[src/rtl/hpti_pkg.sv]
`default_nettype none
// ----------------------------------------------------------------------------
// hpti_pkg
// shared types and constants of the hashed page table insert block:
// field widths, stream packing, controller states and command/status bundles
// ----------------------------------------------------------------------------
package hpti_pkg;

    localparam int SLOTS_PER_GROUP = 8;
    localparam int SLOT_BITS       = 3;
    localparam int VSID_W          = 24;
    localparam int API_W           = 6;
    localparam int GROUP_OUT_W     = 13;
    localparam int HASH_SRC_W      = 19;
    localparam int ADDR_W          = 32;
    localparam int WORD_W          = 32;
    localparam int IN_DATA_W       = 64;
    localparam int OUT_DATA_W      = 88;

    localparam logic [VSID_W-1:0] VSID_BASE_RESET = 24'h000DC0;
    localparam logic [11:0]       LOWER_FLAGS     = 12'h182;

    typedef enum logic [2:0] {
        ST_CLEAR,
        ST_IDLE,
        ST_HASH,
        ST_READ_PRI,
        ST_CHECK_PRI,
        ST_READ_SEC,
        ST_CHECK_SEC,
        ST_RESULT
    } state_t;

    typedef struct packed {
        logic clear_step;
        logic load_in;
        logic calc;
        logic read_row;
        logic check;
        logic sec;
        logic push;
    } ctrl_cmd_t;

    typedef struct packed {
        logic clear_last;
        logic slot_free;
        logic out_busy;
    } dp_status_t;

endpackage
`default_nettype wire

[src/rtl/hpti_ctrl.sv]
`default_nettype none
// ----------------------------------------------------------------------------
// hpti_ctrl
// controller state machine: clearing pass, item intake, primary and
// secondary group probe, result hand-off
// ----------------------------------------------------------------------------
module hpti_ctrl (
    input  wire logic               clk,
    input  wire logic               rst_n,
    input  wire logic               in_valid,
    output logic                    in_ready,
    input  wire hpti_pkg::dp_status_t status,
    output hpti_pkg::ctrl_cmd_t     cmd
);
    import hpti_pkg::*;

    state_t state_reg;
    state_t state_next;

    always_ff @(posedge clk or negedge rst_n)
    begin
        if (!rst_n)
        begin
            state_reg <= ST_CLEAR;
        end
        else
        begin
            state_reg <= state_next;
        end
    end

    always_comb
    begin
        state_next = state_reg;
        case (state_reg)
            ST_CLEAR:
            begin
                if (status.clear_last)
                begin
                    state_next = ST_IDLE;
                end
            end
            ST_IDLE:
            begin
                if (in_valid)
                begin
                    state_next = ST_HASH;
                end
            end
            ST_HASH:      state_next = ST_READ_PRI;
            ST_READ_PRI:  state_next = ST_CHECK_PRI;
            ST_CHECK_PRI: state_next = status.slot_free ? ST_RESULT : ST_READ_SEC;
            ST_READ_SEC:  state_next = ST_CHECK_SEC;
            ST_CHECK_SEC: state_next = ST_RESULT;
            ST_RESULT:
            begin
                if (!status.out_busy)
                begin
                    state_next = ST_IDLE;
                end
            end
            default:      state_next = ST_CLEAR;
        endcase
    end

    always_comb
    begin
        cmd      = '0;
        in_ready = 1'b0;
        case (state_reg)
            ST_CLEAR:     cmd.clear_step = 1'b1;
            ST_IDLE:
            begin
                in_ready    = 1'b1;
                cmd.load_in = in_valid;
            end
            ST_HASH:      cmd.calc = 1'b1;
            ST_READ_PRI:  cmd.read_row = 1'b1;
            ST_CHECK_PRI: cmd.check = 1'b1;
            ST_READ_SEC:
            begin
                cmd.read_row = 1'b1;
                cmd.sec      = 1'b1;
            end
            ST_CHECK_SEC:
            begin
                cmd.check = 1'b1;
                cmd.sec   = 1'b1;
            end
            ST_RESULT:    cmd.push = !status.out_busy;
            default:      cmd = '0;
        endcase
    end

endmodule
`default_nettype wire

[config.mk]
export PLATFORM = sky130hd
export DESIGN_NAME = hpti_ctrl
export DESIGN_NICKNAME = d
export VERILOG_FILES = /design/src/rtl/hpti_pkg.sv /design/src/rtl/hpti_ctrl.sv
export SDC_FILE = /design/constraint.sdc
export NUM_CORES = 1
export LEC_CHECK = 0
export ABC_AREA = 1
export BUFFER_PORTS_ARGS = -buffer_cell sky130_fd_sc_hd__buf_2
export CAP_MARGIN = 20
export CORE_AREA = 8 8 45 47
export CTS_CLUSTER_SIZE = 14
export DETAILED_ROUTE_END_ITERATION = 8
export DIE_AREA = 0 0 53 55
export GPL_TIMING_DRIVEN = 0
export PLACE_DENSITY = 0.38
export SETUP_SLACK_MARGIN = 0.15
export SYNTH_ARGS = -nofsm -noshare
export SYNTH_HDL_FRONTEND = slang
export SYNTH_SLANG_ARGS = --single-unit
[constraint.sdc]
create_clock -name clk -period 1.1 [get_ports clk]
set_input_delay 0.11 -clock clk [delete_from_list [all_inputs] [get_ports clk]]
set_output_delay 0.11 -clock clk [all_outputs]
set_load 0.02 [all_outputs]
# Word-level counts from Yosys, hierarchy flattened
# Cells that the tools add are included.
# totals
ff_bits	3
in_bits	6
out_inout_bits	8
wordCells	30
# classes
n_eq_ne	10
n_mux	13
n_reduce_logical	6
# op_table
op	n
3-bit one-hot mux with 8 select lines	1
3-bit == test, second input constant	4
3-bit two-way mux	3
1-bit two-way mux	8
3-bit by 2-bit == test with 1-bit output, second input constant	2
2-bit inequality test, second input constant	3
2-bit OR reduction	3
3-bit by 1-bit == test with 1-bit output, second input constant	1
3-bit zero test	1
3-bit AND reduction	1
2-bit two-way mux	1
1-bit zero test	1

# Depth between registers and ports, before layout
# Gate-level depths: netlist of the first run.
# logic_depth
word_depth	3
mapped_depth	4

# Least setup slack after synthesis of the first run
# OpenSTA, ideal clock, no wires.
# synth_timing
path_type	flip-flop to output port
startpoint	register state_reg[0]
endpoint	output port cmd[0] (netlist bit)
arrival_ns	1.015
required_time_ns	0.990
setup_slack_ns	-0.025
path_stages_with_launch	3
path_buffers	0
path_cell_list	dfrtp_1 > nand2_1 > nor3_1
# synth_rtl
element	line	text
from (decl)	hpti_ctrl.sv:17	state_t state_reg;
from (signal assigned)	hpti_ctrl.sv:28	state_reg <= state_next;
to (decl)	hpti_ctrl.sv:13	output hpti_pkg::ctrl_cmd_t cmd

==> results of run 1 <==
-- through the flow --
| stage | cell area (um^2) | setup TNS [ps] | hold WS [ps] |
|---|---|---|---|
| after global routing | 533 | -1450 | 197 |
| after CTS | 439 | -925 | 198 |
| after detailed placement | 332 | -4.36 | -89.2 |
| after global placement | 332 | -24.6 | -90.5 |
| final | 533 | -952 | 196 |
| after floorplan | 246 | 0 | -186 |
-- synthesized netlist by cell type --
master    number  area, um^2
nand3_1        2        10.0
nor3_1         2        10.0
nand3b_1       1        7.51
nand2_1        8        30.0
o21bai_2       1        11.3
dfrtp_1        3        75.1
nor2_1         6        22.5
nor3_2         1        10.0
inv_2          2        7.51
o21ai_1        2        10.0
inv_1          8        30.0
a21oi_1        1        5.00
-- report_power, final --
group | switching (W) | total, W | internal, W
clock | 0.0000616 | 0.000198 | 0.000136
sequential | 0.000177 | 0.000359 | 0.000183
combinational | 0.000621 | 0.00126 | 0.000638
total | 0.000860 | 0.00182 | 0.000957
-- cell usage in the layout, fill, tap and decap left out, types with 3 or more instances in the layout --
master,count
nor2_1,3
buf_2,5
nand2_1,5
inv_2,4
dfrtp_2,3
clkbuf_4,3
inv_1,5
buf_4,6
buf_6,8
-- how the worst min path moves through the flow --
stage / startpoint / endpoint / slack [ps] / depth (start not counted)
floorplan: rst_n / state_reg[0] / -190 / 0
global placement: rst_n / state_reg[1] / -90 / 1
detailed placement: rst_n / state_reg[1] / -90 / 1
CTS: rst_n / state_reg[1] / 200 / 2
global route: rst_n / state_reg[0] / 200 / 2
finish: rst_n / state_reg[0] / 200 / 2
-- what timing repair did --
action | CTS | global route
buffers inserted | 3 | 3
hold buffers | 1 | 0
setup endpoints to repair | 10 | 11
pin swaps | 2 | 4
resized for setup | 19 | 19
endpoints found under the hold margin | 3 | 0
-- routing by layer --
| layer | vias up | wire length (um) | GRT usage, % |
|---|---|---|---|
| li1 | 161 | - | - |
| met1 | 147 | 322 | 5.80 |
| met2 | 9 | 362 | 7.62 |
| met3 | 0 | 68 | 4.01 |
| met4 | 0 | 0 | 0 |
| met5 | - | 0 | 0 |
-- area by class of cell --
class / instances / area, um^2
Tap cell: 16 / 20.0
Multi-Input combinational cell: 24 / 198
Fill cell: 147 / 851
Sequential cell: 3 / 78.8
Timing Repair Buffer: 20 / 170
Clock buffer: 4 / 26.3
Inverter: 10 / 40.0
-- kinds of logic after synthesis --
logic type | after synthesis | share of synthesized area, %
simple gates | 20 | 39.3
buf+inv | 10 | 16.4
compound gates | 4 | 11.5
flops | 3 | 32.8
==> flow_summary.ini, run 1 <==
[clocking]
cts_tree = done
root_buffer = clkbuf_4
cts.path.max_buffers = 2
cts.sinks = 3
h-tree-depth = 1
cts.clk_slew.worst_paths_ps = 40
worstSkewPairLatency_ps = 230
cts_made_buffers = 3

[grt]
first_global_vias = 284
gr-usage-all-layers_pct = 5.04
grt_max_degree = 8
antenna_found_initial = 0
grt_pass1_wl_um = 1080
overflow = 0

[place]
place_ws_ps = -4.36
routabilityCongestion = 0.689
hpwl_um = 529
io_buffers = 13
dp_cells = 66

[setup_path]
end_kind = output port
cp_top_family = flip-flops
crit_cells = 4
cp_num_buf_inv = 2
critPathCapture = cmd[3]
rrSetupSlack_ps = 30
start_kind = register
required_ps = 990
reg2reg_depth = 4
worstSetupPathType = register to output port
reg2reg_to = state_reg[0]
reg2reg_from = state_reg[1]
critPathMaxStageDelay_ps = 470
path_max_fanout = 6
crit_start = state_reg[1]
critPathArrivalTime_ps = 1180
slowest_stage = dfrtp_2
crit_chain = a21oi_2, o21ai_2, inv_1, buf_6

[finish]
area_delta_synth_final_pct = 133
nets = 68
n_antenna_cell = 0
final_util_pct = 38.5
largest_reg_flops = 3
drive_gt1_share_pct = 72.1
fin_cells = 77

[synth]
syn_avg_cell_area_um2 = 6.19
syn_inst = 37
yosysWarnings = 0
ys_ff_latch = 3
ys_seq_area_share_pct = 32.8
synthDistinctLibCells = 12
syn_area_um2 = 229
synth.net_count = 43

[die]
io_pins = 14
rows = 14
core-area_mm2 = 0.00138
die_h_um = 55
start_util_pct = 16.5
die_x_um = 53
die_area_mm2 = 0.00292

[route]
firstDrtPassIters = 2
wirelength_um = 753
vias_per_cell = 4.12
drt_iter0_drc = 3
ant_nets = 0
remaining_drc_errors = 0
wl_per_cell_um = 9.78
vias = 317

[timing]
hold_viol_final = 0
rsz0062_at_grt = true
period_needed_ps = 1290
fin_worst_skew_ps = 1.58
fmax_ghz = 0.773
post-route-period-util_pct = 118
setup_ws_ps = -194
setup_viol = 8
maxSlewHeadroom_pct = 86.2
slew_violations = 0
tightest_slew_ps = 207

[flow_run]
maxCapViolCount = 0

[power]
irDropWorstVdd_uv = 1460
total_power_w = 0.00182
p_per_area_mw_per_mm2 = 3410
p_leak_nw = 0.278

[worst_hold_path]
hold_class = primary input to asynchronous set/reset pin

[run_status]
violations = negative setup slack
status = finished, violations left
(Power assumes the default switching activity.)
==> run 2, diff against run 1 <==
- GPL_TIMING_DRIVEN: 0 -> 1
==> run 2 against run 1 <==
  * The run still ends with negative setup slack left
  * Sequential share of layout area grew 0.43 points
  * Final cell count grew 1.3%
  * Clock power shrank 3%
  * Combinational power is essentially flat
  * Utilization shrank 1.1 points
  * First-iteration DRC count grew 67%
  * Critical endpoint unchanged
==> flow_summary.ini, run 2 (synthesis results as in run 1) <==
[run_status]
status = finished, violations left
violations = negative setup slack

[finish]
area_delta_synth_final_pct = 126
nets = 69
n_antenna_cell = 0
final_area_um2 = 518
layout_commonest_cell = buf_6
largest_reg_flops = 3
num-fill-cells = 157
drive_gt1_share_pct = 69.4
mostFrequentLayoutCells = buf_6 (8), buf_4 (7), inv_1 (6)

[setup_path]
cp_num_buf_inv = 2
worstSetupPathType = register to output port
critPathMaxStageDelay_ps = 470
cp_top_family = flip-flops
slowest_stage = dfrtp_2
end_kind = output port
crit_chain = a21oi_4, o21ai_2, inv_1, buf_6
required_ps = 990
path_max_fanout = 5
start_kind = register
critPathArrivalTime_ps = 1150

[power]
seq_power_share_pct = 18.4
power_switching_w = 0.000809
p_leak_nw = 0.273
p_int_w = 0.000940
total_power_w = 0.00175
power_frac_comb_pct = 70.6
pwr-share-clk_pct = 11.0
p_per_area_mw_per_mm2 = 3380
irDropWorstVdd_uv = 1540
swShare_pct = 46.3

[route]
ant_nets = 0
wirelength_um = 705
firstDrtPassIters = 4
vias_per_cell = 4.00
remaining_drc_errors = 0
vias = 312
wl_per_cell_um = 9.04
drt_iter0_drc = 5

[grt]
overflow = 0
antenna_found_initial = 0
gr-usage-all-layers_pct = 5.31
grt_max_degree = 7
first_global_vias = 308
grt_pass1_wl_um = 1140

[clocking]
root_buffer = clkbuf_4
cts.sinks = 3
worstSkewPairLatency_ps = 230
cts_tree = done
cts.path.max_buffers = 2
cts.clk_slew.worst_paths_ps = 40
cts_made_buffers = 3
h-tree-depth = 1

[timing]
fin_worst_skew_ps = 4.77
slew_violations = 0
tightest_slew_ps = 195
setup_ws_ps = -156
fmax_ghz = 0.796
maxSlewHeadroom_pct = 87.0
setup_viol = 8
period_needed_ps = 1260
post-route-period-util_pct = 114
rsz0062_at_grt = true
hold_viol_final = 0

[place]
routabilityCongestion = 0.698
io_buffers = 13
hpwl_um = 532
dpl_cell_area_um2 = 354

[die]
start_util_pct = 16.5
rows = 14
die_area_mm2 = 0.00292
io_pins = 14
core-area_mm2 = 0.00138
die_h_um = 55
die_x_um = 53

[flow_run]
maxCapViolCount = 0

[worst_hold_path]
hold_class = primary input to asynchronous set/reset pin
run 2: final cells by class:
| class | count | area (um^2) | area share [%] |
|---|---|---|---|
| timing repair buffer | 21 | 178 | 34.3 |
| clock buffer | 4 | 26.3 | 5.07 |
| sequential | 3 | 78.8 | 15.2 |
| tap | 16 | 20.0 | 3.86 |
| inverter | 10 | 40.0 | 7.73 |
| multi-input combinational | 24 | 175 | 33.8 |
run 2: power by group through the flow:
stage	clock, W	combinational, W	sequential [W]
detailed placement	0	0.000811	0.000255
floorplan	0	0.000517	0.000257
finish	0.000192	0.00123	0.000322
CTS	0.000202	0.00110	0.000283
global route	0.000211	0.00137	0.000334
global placement	0	0.000819	0.000265
run 2: per-stage QoR:
step / util (%) / std cells / setup TNS, ps / setup slack (ps) / hold WS [ps]
after floorplan: - / 37 / 0 / 47.3 / -186
after global placement: 25.6 / 69 / 0 / 27.5 / -90.7
after detailed placement: 25.6 / 69 / 0 / 52.8 / -89.7
after CTS: 34.0 / 76 / -778 / -134 / 199
after global routing: 37.4 / 78 / -1420 / -215 / 199
final: 37.4 / 78 / -876 / -156 / 198
run 2: final timing paths:
path / start / endpoint / slack [ps] / depth (start not counted)
worst max-delay path: state_reg[2] / cmd[3] / -160 / 4
worst min-delay path: rst_n / state_reg[0] / 200 / 2
worst max register to register: state_reg[0] / state_reg[1] / 50 / 5
worst min register to register: state_reg[1] / state_reg[2] / 650 / 2
max in group asynchronous: rst_n / state_reg[2] / 780 / 2
min in group clk: in_valid / state_reg[0] / 230 / 4
run 2: routing by layer:
layer  share of wire [%]  track usage [%]  wire length [um]
met3                  11             4.81                78
met5                   0                0                 0
met1                  40             5.19               285
met4                   0                0                 0
met2                  48             8.79               341
run 2: timing repair:
item / CTS / global route
buffers inserted: 2 / 2
gates resized for setup: 25 / 8
hold buffers: 1 / 0
endpoints found under the setup margin: 9 / 11
pin swaps: 4 / 2
hold endpoints to repair: 3 / 0
==> run 3, diff against run 2 <==
- BUFFER_PORTS_ARGS: -buffer_cell sky130_fd_sc_hd__buf_2 -> -buffer_cell sky130_fd_sc_hd__buf_4
==> run 3 against run 2 <==
  * Worst setup slack gained 24 ps
  * Via count fell by 2.6%
  * Worst hold slack better by 6.1 ps
  * The run still ends with negative setup slack left
  * Maximum frequency up 1.9%
  * Combinational power decreased by 17%
  * Highest routed layer unchanged
  * Flip-flop and latch count did not move
  * First-iteration DRC count shrank 20%
  * Design area fell by 8.9%
  * Wire length shrank 0.57%
  * Largest power group unchanged
  * Clock skew decreased by 2.6 ps
  * Largest cell class unchanged
  * Sequential power decreased by 3%
==> flow_summary.ini, run 3 (synthesis results as in run 1) <==
[run_status]
status = finished, violations left
violations = negative setup slack

[power]
p_leak_nw = 0.259
irDropWorstVdd_uv = 1320
p_per_area_mw_per_mm2 = 3210

[die]
die_x_um = 53
die_area_mm2 = 0.00292
start_util_pct = 16.5
io_pins = 14
die_h_um = 55
rows = 14
core-area_mm2 = 0.00138

[route]
ant_nets = 0
vias = 304
firstDrtPassIters = 4
remaining_drc_errors = 0
wirelength_um = 701
drt_iter0_drc = 4
wl_per_cell_um = 9.35
vias_per_cell = 4.05

[timing]
setup_ws_ps = -132
period_needed_ps = 1230
setup_viol = 8
hold_viol_final = 0
slew_violations = 0
tightest_slew_ps = 163
post-route-period-util_pct = 112
maxSlewHeadroom_pct = 89.1
rsz0062_at_grt = true
fin_worst_skew_ps = 2.17
whs_ps = 204
fmax_ghz = 0.812

[clocking]
cts.path.max_buffers = 2
cts.sinks = 3
root_buffer = clkbuf_4
cts.clk_slew.worst_paths_ps = 40
worstSkewPairLatency_ps = 230
h-tree-depth = 1
cts_made_buffers = 3
cts_tree = done

[setup_path]
reg2reg_from = state_reg[2]
rrSetupSlack_ps = 110
worstSetupPathType = register to output port
cp_top_family = flip-flops
crit_chain = a21oi_2, o21ai_1, inv_1, buf_6
reg2reg_to = state_reg[1]
required_ps = 990
end_kind = output port
slowest_stage = dfrtp_2
critPathArrivalTime_ps = 1120
path_max_fanout = 6
reg2reg_depth = 4
start_kind = register
critPathMaxStageDelay_ps = 440
cp_num_buf_inv = 2

[grt]
gr-usage-all-layers_pct = 4.93
grt_max_degree = 8
first_global_vias = 293
grt_pass1_wl_um = 1060
overflow = 0
antenna_found_initial = 0

[flow_run]
maxCapViolCount = 0

[place]
io_buffers = 13
hpwl_um = 571
routabilityCongestion = 0.706
dp_cells = 68

[finish]
largest_reg_flops = 3
final_util_pct = 34.1
layout_commonest_cell = buf_4
mostFrequentLayoutCells = buf_4 (12), inv_1 (8), nand2_1 (6)
drive_gt1_share_pct = 59.3
fin_cells = 75
n_antenna_cell = 0
area_delta_synth_final_pct = 106
nets = 66

[worst_hold_path]
hold_class = primary input to asynchronous set/reset pin
[run 3: cell count changes in the layout (fill, tap and decap cells not counted), moves of 2 or more]
cell,change
buf_4,+5
buf_6,-3
buf_2,-5
inv_1,+2
[run 3: final cells by class]
type / count / area [um^2]
multi-input combinational: 24 / 153
inverter: 10 / 37.5
timing repair buffer: 18 / 156
fill: 161 / 912
sequential: 3 / 78.8
tap: 16 / 20.0
clock buffer: 4 / 26.3
[run 3: metal layers]
layer,share of wire (%),global-route usage (%)
met1,36,4.27
met2,51,8.59
met3,13,4.01
met4,0,1.29
met5,0,0
[run 3: power by group]
part	switching, W	total (W)	internal [W]
Combinational	0.000527	0.00102	0.000488
Clock	0.0000527	0.000188	0.000136
Sequential	0.000128	0.000311	0.000183
[run 3: what timing repair did]
item | in CTS | in global routing
hold buffers | 1 | 0
endpoints found under the hold margin | 3 | 0
setup buffers | 1 | 1
endpoints found under the setup margin | 11 | 11
gates resized for setup | 11 | 3
pin swaps | 2 | 1
[run 3: worst max path at each step]
stage / start / cells past startpoint / end
2_1_floorplan: state_reg[2] / 4 / state_reg[2]
3_3_place_gp: state_reg[2] / 4 / cmd[5]
3_5_place_dp: state_reg[2] / 4 / cmd[5]
4_1_cts: state_reg[1] / 4 / cmd[3]
5_1_grt: state_reg[1] / 4 / cmd[5]
6_report: state_reg[1] / 4 / cmd[3]
[run 3: stage by stage]
stage | setup WS [ps] | setup TNS, ps | total power, W | instance area, um^2
2_1_floorplan | 47.3 | 0 | 0.000774 | 246
4_1_cts | -145 | -865 | 0.00147 | 452
6_report | -132 | -753 | 0.00151 | 472
3_3_place_gp | 41.4 | 0 | 0.00113 | 379
3_5_place_dp | 45.6 | 0 | 0.00113 | 379
5_1_grt | -196 | -1310 | 0.00165 | 472
